File: config.mk
export PLATFORM = sky130hd
export DESIGN_NAME = paid_ctrl
export DESIGN_NICKNAME = d
export VERILOG_FILES = /design/src/rtl/positional_array_insert_delete_defines.svh /design/src/rtl/paid_pkg.sv /design/src/rtl/paid_ctrl.sv
export SDC_FILE = /design/constraint.sdc
export NUM_CORES = 1
export LEC_CHECK = 0
export BUFFER_PORTS_ARGS = -buffer_cell sky130_fd_sc_hd__buf_2
export CORE_AREA = 10 10 47 49
export CTS_CLUSTER_SIZE = 24
export DETAILED_ROUTE_END_ITERATION = 10
export DIE_AREA = 0 0 57 59
export HOLD_SLACK_MARGIN = 0.03
export PLACE_DENSITY_LB_ADDON = 0.12
export SYNTH_ARGS = -nofsm -noshare
export SYNTH_HDL_FRONTEND = slang
export SYNTH_SLANG_ARGS = --single-unit
export TNS_END_PERCENT = 20
File: constraint.sdc
create_clock -name clk_i -period 1.2 [get_ports clk_i]
set_clock_uncertainty 0.1 [all_clocks]
set_input_delay 0.24 -clock clk_i [delete_from_list [all_inputs] [get_ports clk_i]]
set_output_delay 0.24 -clock clk_i [all_outputs]
set_load 0.03 [all_outputs]
File: src/rtl/positional_array_insert_delete_defines.svh
// ---------------------------------------------------------------------------
// Assertion macros for the positional array insert/delete block
// Shared property forms: same-cycle and next-cycle implication on clk_i.
// ---------------------------------------------------------------------------
`ifndef POSITIONAL_ARRAY_INSERT_DELETE_DEFINES_SVH
`define POSITIONAL_ARRAY_INSERT_DELETE_DEFINES_SVH

// Antecedent implies consequent in the same cycle.
`define PAID_ASSERT_SAME(label, ante, cons, msg) \
  label: assert property (@(posedge clk_i) disable iff (!rst_ni) (ante) |-> (cons)) \
    else $error(msg);

// Antecedent implies consequent in the next cycle.
`define PAID_ASSERT_NEXT(label, ante, cons, msg) \
  label: assert property (@(posedge clk_i) disable iff (!rst_ni) (ante) |=> (cons)) \
    else $error(msg);

`endif

File: src/rtl/paid_pkg.sv
// ---------------------------------------------------------------------------
// paid_pkg
// Types, sizes and codes shared by the positional array insert/delete block.
// ---------------------------------------------------------------------------
`timescale 1ns / 1ps

package paid_pkg;

  localparam int DEPTH   = 128;
  localparam int IDX_W   = $clog2(DEPTH);
  localparam int CNT_W   = $clog2(DEPTH + 1);
  localparam int FUNC_W  = 2;
  localparam int POS_W   = 7;
  localparam int WORD_W  = 32;
  localparam int ECNT_W  = 8;
  localparam int STAT_W  = 2;
  localparam int CMP_W   = (CNT_W > POS_W) ? CNT_W : POS_W;

  typedef enum logic [FUNC_W-1:0] {
    OP_APPEND = 2'd0,
    OP_INSERT = 2'd1,
    OP_DELETE = 2'd2,
    OP_READ   = 2'd3
  } op_e;

  typedef enum logic [STAT_W-1:0] {
    STAT_OK     = 2'd0,
    STAT_FULL   = 2'd1,
    STAT_BADPOS = 2'd2
  } status_e;

  typedef enum logic [2:0] {
    S_IDLE,
    S_DISPATCH,
    S_LOOP,
    S_SHIFT_WR,
    S_READ_WAIT
  } state_e;

  // Controller to datapath commands.
  typedef struct packed {
    logic load;      // capture a new command and check it
    logic rd_shift;  // read the neighbor entry that moves next
    logic wr_shift;  // write the moved entry and step the index
    logic rd_pos;    // read the entry at the command position
    logic put;       // write the new word and bump the count
    logic drop;      // lower the count after a delete
    logic respond;   // register the result fields
  } cmd_t;

  // Datapath to controller status.
  typedef struct packed {
    op_e  op;
    logic ok;
    logic more;      // entries remain to be shifted
  } dp_status_t;

endpackage

File: src/rtl/paid_ctrl.sv
// ---------------------------------------------------------------------------
// paid_ctrl
// Sequencer for one command at a time: check, shift loop, finish, respond.
// ---------------------------------------------------------------------------
`timescale 1ns / 1ps

module paid_ctrl (
  input  logic                   clk_i,
  input  logic                   rst_ni,
  input  logic                   start_i,
  input  paid_pkg::dp_status_t   dp_status_i,
  output paid_pkg::cmd_t         cmd_o,
  output logic                   busy_o,
  output logic                   done_o
);
  import paid_pkg::*;

  state_e state_q, state_d;
  logic   done_q;

  always_ff @(posedge clk_i or negedge rst_ni) begin
    if (!rst_ni) begin
      state_q <= S_IDLE;
      done_q  <= 1'b0;
    end else begin
      state_q <= state_d;
      done_q  <= cmd_o.respond;
    end
  end

  always_comb begin
    state_d = state_q;
    cmd_o   = '0;
    unique case (state_q)
      S_IDLE: begin
        if (start_i) begin
          cmd_o.load = 1'b1;
          state_d    = S_DISPATCH;
        end
      end
      S_DISPATCH: begin
        if (!dp_status_i.ok) begin
          cmd_o.respond = 1'b1;
          state_d       = S_IDLE;
        end else begin
          unique case (dp_status_i.op)
            OP_APPEND: begin
              cmd_o.put     = 1'b1;
              cmd_o.respond = 1'b1;
              state_d       = S_IDLE;
            end
            OP_READ: begin
              cmd_o.rd_pos = 1'b1;
              state_d      = S_READ_WAIT;
            end
            default: state_d = S_LOOP;
          endcase
        end
      end
      S_LOOP: begin
        if (dp_status_i.more) begin
          cmd_o.rd_shift = 1'b1;
          state_d        = S_SHIFT_WR;
        end else begin
          // finish: place the word or shrink the count
          cmd_o.put     = (dp_status_i.op == OP_INSERT);
          cmd_o.drop    = (dp_status_i.op == OP_DELETE);
          cmd_o.respond = 1'b1;
          state_d       = S_IDLE;
        end
      end
      S_SHIFT_WR: begin
        cmd_o.wr_shift = 1'b1;
        state_d        = S_LOOP;
      end
      S_READ_WAIT: begin
        cmd_o.respond = 1'b1;
        state_d       = S_IDLE;
      end
      default: state_d = S_IDLE;
    endcase
  end

  assign busy_o = (state_q != S_IDLE);
  assign done_o = done_q;

endmodule

==> impl_metrics.env, run 1 <==
export IMPL_status="finished, violations left"
export IMPL_violations="setup timing"
export IMPL_maxCapViolations=0
export IMPL_yosysMostFrequentCell="ha_1"
export IMPL_crit_chain="buf_6, or3_4, buf_6"
export IMPL_cts_num_sinks=4
export IMPL_max_stage_delay_ps=450
export IMPL_async_flop_share_pct=100
export IMPL_finalWirelength_um=969
export IMPL_dpl_cell_area_um2=523
export IMPL_fin_area_um2=652
export IMPL_slew_violations=0
export IMPL_grt_ovfl_total=0
export IMPL_start_kind="flip-flop"
export IMPL_stdcell_count=76
export IMPL_crit_type="flip-flop to output port"
export IMPL_synth_avg_cell_area_um2=11.4
export IMPL_hold_class="primary input to flip-flop"
export IMPL_synth_enable_flop_cells=0
export IMPL_crit_arrival_ps=1330
export IMPL_yosys_warnings=0
export IMPL_min_period_ps=1670
export IMPL_yosys_top_cells_count="ha_1 (5), dfrtp_1 (4), and3_1 (2), inv_1 (2), nor4b_2 (2)"
export IMPL_ys_types=18
export IMPL_dp_cells=69
export IMPL_num_antenna_cells=0
export IMPL_numCtsBuffers=3
export IMPL_ys_ff_latch=4
export IMPL_worst_slew_pin_transition_ps=262
export IMPL_ys_seq_area_share_pct=31.4
export IMPL_antenna_found_initial=0
export IMPL_die_area_mm2=0.00336
export IMPL_power_total_mw=1.29
export IMPL_area_growth_pct=104
export IMPL_required_ps=860
export IMPL_irDropWorstVdd_v=0.000731
export IMPL_path_clk_slew_ps=40
export IMPL_place_ws_ps=-339
export IMPL_netlist_top_cell_by_area="dfrtp_1"
export IMPL_finalHoldViolCount=0
export IMPL_wl_per_cell_um=12.8
export IMPL_die_h_um=59
export IMPL_drc=0
export IMPL_drtIter0Drc=1
export IMPL_fin_util_pct=46.5
export IMPL_grt_pass1_vias=403
export IMPL_cp_buffers_inverters=2
export IMPL_syn_nets=40
export IMPL_num_rows=14
export IMPL_cts_tree="done"
export IMPL_finalSetupViolCount=10
export IMPL_wl_met3_um=90
export IMPL_end_kind="output port"
export IMPL_highest_layer="met3"
export IMPL_synthCells=28
export IMPL_finalWorstSetupSlack_ps=-475
export IMPL_place_gp_congestion=0.702
export IMPL_io_buffer_count=15
export IMPL_leakagePower_nw=0.335
export IMPL_die_w_um=57
export IMPL_slew_limit_headroom_pct=82.4
export IMPL_finalCritPeriodShare_pct=140
export IMPL_cp_top_family="flip-flops"
export IMPL_grt_max_degree=8
export IMPL_ys_top_cells_by_area="dfrtp_1 (31%), ha_1 (20%), nor4b_2 (9.4%), nor4bb_2 (5.1%), and3_1 (3.9%)"
export IMPL_tns_ps=-3560
export IMPL_drt_met1_wl_um=371
export IMPL_clkLatencyLatePin_ps=240
export IMPL_slowest_stage="dfrtp_2"
export IMPL_initial_core_util_pct=22.8
export IMPL_grtUsageTotal_pct=6.25
export IMPL_rsz0062_at_grt="true"
export IMPL_num_vias=342
export IMPL_synth_ff_type="dfrtp_1"
export IMPL_io_pin_count=16
export IMPL_syn_cell_area_um2=319
export IMPL_synth_top_area_share_pct=31.4
export IMPL_route_antenna_remaining_nets=0
export IMPL_layout_drive_gt1_share_pct=73.3
export IMPL_worstPathMaxFanout=6
export IMPL_cp_common_cell="buf_6"
export IMPL_power_density_mw_per_mm2=1990
export IMPL_clockBufferDepth=2
export IMPL_cts_root_buffer="clkbuf_4"
export IMPL_hpwl_um=814
export IMPL_nets=74
export IMPL_htreeDepth=1
export IMPL_clock_fmax_mhz=597
export IMPL_holdWs_ps=213
export IMPL_route_met2_wl_um=507
export IMPL_core_region_area_mm2=0.00140
export IMPL_grt_first_pass_wirelength_um=1670
export IMPL_post_drt_via_cell_ratio=4.50
export IMPL_drtPass1Iterations=2
## area by class of cell
type / count / area [µm²]
fill: 142 / 749
multi-input combinational: 22 / 258
timing repair buffer: 29 / 240
sequential: 4 / 104
clock buffer: 3 / 22.5
tap: 16 / 20.0
inverter: 2 / 7.51
## cell usage in the layout, fill, tap and decap left out
cell	Yosys	layout
a211o_2	0	1
and2_4	0	1
and3_1	2	1
nor3b_1	1	1
and3b_2	1	1
nor4b_4	0	2
inv_1	2	2
ha_1	5	5
buf_6	0	10
buf_2	0	7
dfrtp_1	4	1
a21oi_1	1	1
o21ai_1	0	1
dlygate4sd3_1	0	1
clkbuf_4	0	3
nand2b_1	1	1
a32o_2	1	1
or3_4	0	1
or2_1	1	1
and3_4	0	1
nor3b_4	0	1
nor4bb_4	0	1
buf_4	0	11
dfrtp_2	0	3
nand3_1	1	1
## flip-flops by register name, summed over array words and instances, names as in the netlist
name and flops:
done_o 1, state_q 3
## logic make-up after synthesis
logic type	after synthesis	share of synthesized area [%]
AO/OA/AOI/OAI	4	9.41
adder cells (fa/ha/maj)	5	19.6
buffers and inverters	2	2.35
flip-flops	4	31.4
AND/OR/NAND/NOR	13	37.3
## report_power, final
group          switching, mW  internal (mW)  total (mW)  leakage, nW
combinational          0.392          0.471       0.863        0.272
clock                 0.0542          0.112       0.166       0.0138
sequential            0.0776          0.188       0.265       0.0483
total                  0.524          0.770        1.29        0.335
## per-layer routing
metal	vias to the layer above	global-route usage, %
met1	161	5.78
li1	168	-
met3	0	3.86
met2	13	11.2
met4	0	2.01
met5	-	0
## worst register-to-register path, stage by stage (launching register included)
cell	delay (ps)
dfrtp_2	450
buf_6	140
buf_4	120
buf_4	120
o21ai_1	130
a21oi_1	90
## worst paths after layout
check                                    endpoint                   start  cells past startpoint  slack (ps)
min reg2reg                state_q[1]$_DFFE_PN0P_  state_q[2]$_DFFE_PN0P_                      2         570
max                                        busy_o  state_q[0]$_DFFE_PN0P_                      3        -470
max reg2reg                state_q[1]$_DFFE_PN0P_  state_q[0]$_DFFE_PN0P_                      5         -70
min in group asynchronous  state_q[1]$_DFFE_PN0P_                  rst_ni                      2         230
max in group asynchronous  state_q[2]$_DFFE_PN0P_                  rst_ni                      2         630
min                        state_q[2]$_DFFE_PN0P_          dp_status_i[1]                      2         210
## repair_timing
| action | in CTS | in global routing |
|---|---|---|
| hold endpoints to repair | 4 | 0 |
| hold buffers | 1 | 0 |
| setup endpoints to repair | 10 | 10 |
| buffers inserted | 2 | 1 |
| gates resized for setup | 18 | 5 |
| cloned | 0 | 0 |
| pin swaps | 4 | 4 |
Power figures use the tool's default switching activity.
==> run 2: changes to the inputs <==
- SETUP_SLACK_MARGIN: default -> 0.15
==> run 2 against run 1 <==
The run still ends with setup timing left; die area unchanged; flip-flop and latch count unchanged; non-clock buffer count fell by 3; setup slack got worse by 17 ps; clock-buffer cell count rose by 1; critical endpoint is now cmd_o[0]; cell area decreased by 0.58%.
==> impl_metrics.env, run 2 (synthesized netlist as in run 1, its figures left out) <==
export IMPL_antenna_found_initial=0
export IMPL_worstPathMaxFanout=5
export IMPL_slew_violations=0
export IMPL_start_kind="flip-flop"
export IMPL_status="finished, violations left"
export IMPL_core_region_area_mm2=0.00140
export IMPL_startpoint="state_q[0]$_DFFE_PN0P_"
export IMPL_io_buffer_count=15
export IMPL_cts_root_buffer="clkbuf_4"
export IMPL_maxCapViolations=0
export IMPL_min_period_ps=1690
export IMPL_place_gp_congestion=0.762
export IMPL_initial_core_util_pct=22.8
export IMPL_grt_ovfl_total=0
export IMPL_drtIter0Drc=1
export IMPL_crit_type="flip-flop to output port"
export IMPL_nets=71
export IMPL_fillerInstances=142
export IMPL_irDropWorstVdd_v=0.000582
export IMPL_finalHoldViolCount=0
export IMPL_max_stage_delay_ps=460
export IMPL_num_vias=330
export IMPL_grt_pass1_vias=379
export IMPL_die_area_mm2=0.00336
export IMPL_drc=0
export IMPL_cts_num_sinks=4
export IMPL_end_kind="output port"
export IMPL_crit_arrival_ps=1350
export IMPL_die_w_um=57
export IMPL_cp_top_family="flip-flops"
export IMPL_stdcell_count=74
export IMPL_cts_tree="done"
export IMPL_power_total_mw=1.31
export IMPL_rsz0062_at_grt="true"
export IMPL_htreeDepth=1
export IMPL_finalWirelength_um=890
export IMPL_crit_chain="nor3b_4, a211o_2, buf_4"
export IMPL_num_rows=14
export IMPL_finalCritPeriodShare_pct=141
export IMPL_io_pin_count=16
export IMPL_drtPass1Iterations=3
export IMPL_finalWorstSetupSlack_ps=-492
export IMPL_violations="setup timing"
export IMPL_clockBufferDepth=2
export IMPL_path_clk_slew_ps=40
export IMPL_regMostFlops="state_q"
export IMPL_route_antenna_remaining_nets=0
export IMPL_dp_cells=69
export IMPL_die_h_um=59
export IMPL_min_from="dp_status_i[1]"
export IMPL_wl_per_cell_um=12.0
export IMPL_worst_slew_pin_transition_ps=280
export IMPL_post_drt_via_cell_ratio=4.46
export IMPL_required_ps=860
export IMPL_num_antenna_cells=0
export IMPL_slowest_stage="dfrtp_2"
export IMPL_largest_reg_flops=3
export IMPL_clock_fmax_mhz=591
export IMPL_cp_buffers_inverters=1
export IMPL_post_cts_setup_buffer_count=0
export IMPL_hold_class="primary input to flip-flop"
export IMPL_clkLatencyLatePin_ps=240
export IMPL_power_density_mw_per_mm2=2030
export IMPL_grt_first_pass_wirelength_um=1460
export IMPL_numCtsBuffers=3
export IMPL_area_growth_pct=103
export IMPL_leakagePower_nw=0.325
export IMPL_slew_limit_headroom_pct=81.2
export IMPL_grtUsageTotal_pct=5.28
export IMPL_finalSetupViolCount=9
export IMPL_layout_drive_gt1_share_pct=72.4
export IMPL_grt_max_degree=6
export IMPL_r2r_start="state_q[2]$_DFFE_PN0P_"
export IMPL_final_cell_mix="buf_6 (9), buf_4 (9), buf_2 (6), ha_1 (5)"
run 2: cell count changes in the layout (fill, tap and decap cells not counted), sizes merged:
| cell | delta |
|---|---|
| buf | -3 |
| clkbuf | +1 |
run 2: cell type report:
cell class	instances	area (µm²)	share of cell area (%)
timing repair buffer	26	229	35.3
tap	16	20.0	3.09
sequential	4	104	16.0
multi-input combinational	22	262	40.3
clock buffer	4	26.3	4.05
inverter	2	7.51	1.16
run 2: final timing paths:
kind,endpoint,slack (ps),cells past startpoint
max in group asynchronous,state_q[1]$_DFFE_PN0P_,620,2
min in group asynchronous,state_q[0]$_DFFE_PN0P_,230,2
worst min-delay path,state_q[1]$_DFFE_PN0P_,220,3
worst min register to register,state_q[2]$_DFFE_PN0P_,560,2
worst max-delay path,cmd_o[0],-490,3
worst max register to register,state_q[0]$_DFFE_PN0P_,-30,3
run 2: routing by layer:
layer	global-route usage [%]	vias to the layer above	share of wire (%)
met3	2.36	0	9.2
met2	9.61	12	55
met5	0	-	0
li1	-	165	-
met4	3.02	0	0
met1	4.78	153	36
run 2: metrics by stage:
step / setup WS [ps] / TNS (ps) / hold WS [ps] / cell area [µm²] / utilization (%)
after global routing: -546 / -4170 / 231 / 648 / 46.3
after global placement: -333 / -2070 / -54.6 / 536 / 38.2
after detailed placement: -343 / -2090 / -50.5 / 536 / 38.2
after CTS: -520 / -3890 / 192 / 619 / 44.2
final: -492 / -3620 / 221 / 648 / 46.3
after floorplan: -171 / -1220 / -156 / 353 / -
run 2: timing repair:
action	4_1_cts	5_1_grt
endpoints found under the setup margin	13	13
pin swaps	6	5
hold buffers	1	0
resized for setup	16	9
hold endpoints to repair	4	0
run 2: tightest hold or removal path: cells and delay by family:
kind | cells | cell delay (ps)
AOI/OAI and AO/OA | 1 | 60
buffers and inverters | 1 | 130
and+or+nand+nor | 1 | 80
run 2: power breakdown:
part | switching (mW) | internal (mW) | leakage, nW
combinational | 0.387 | 0.477 | 0.262
sequential | 0.0791 | 0.188 | 0.0483
clock | 0.0582 | 0.125 | 0.0150
total | 0.525 | 0.790 | 0.325
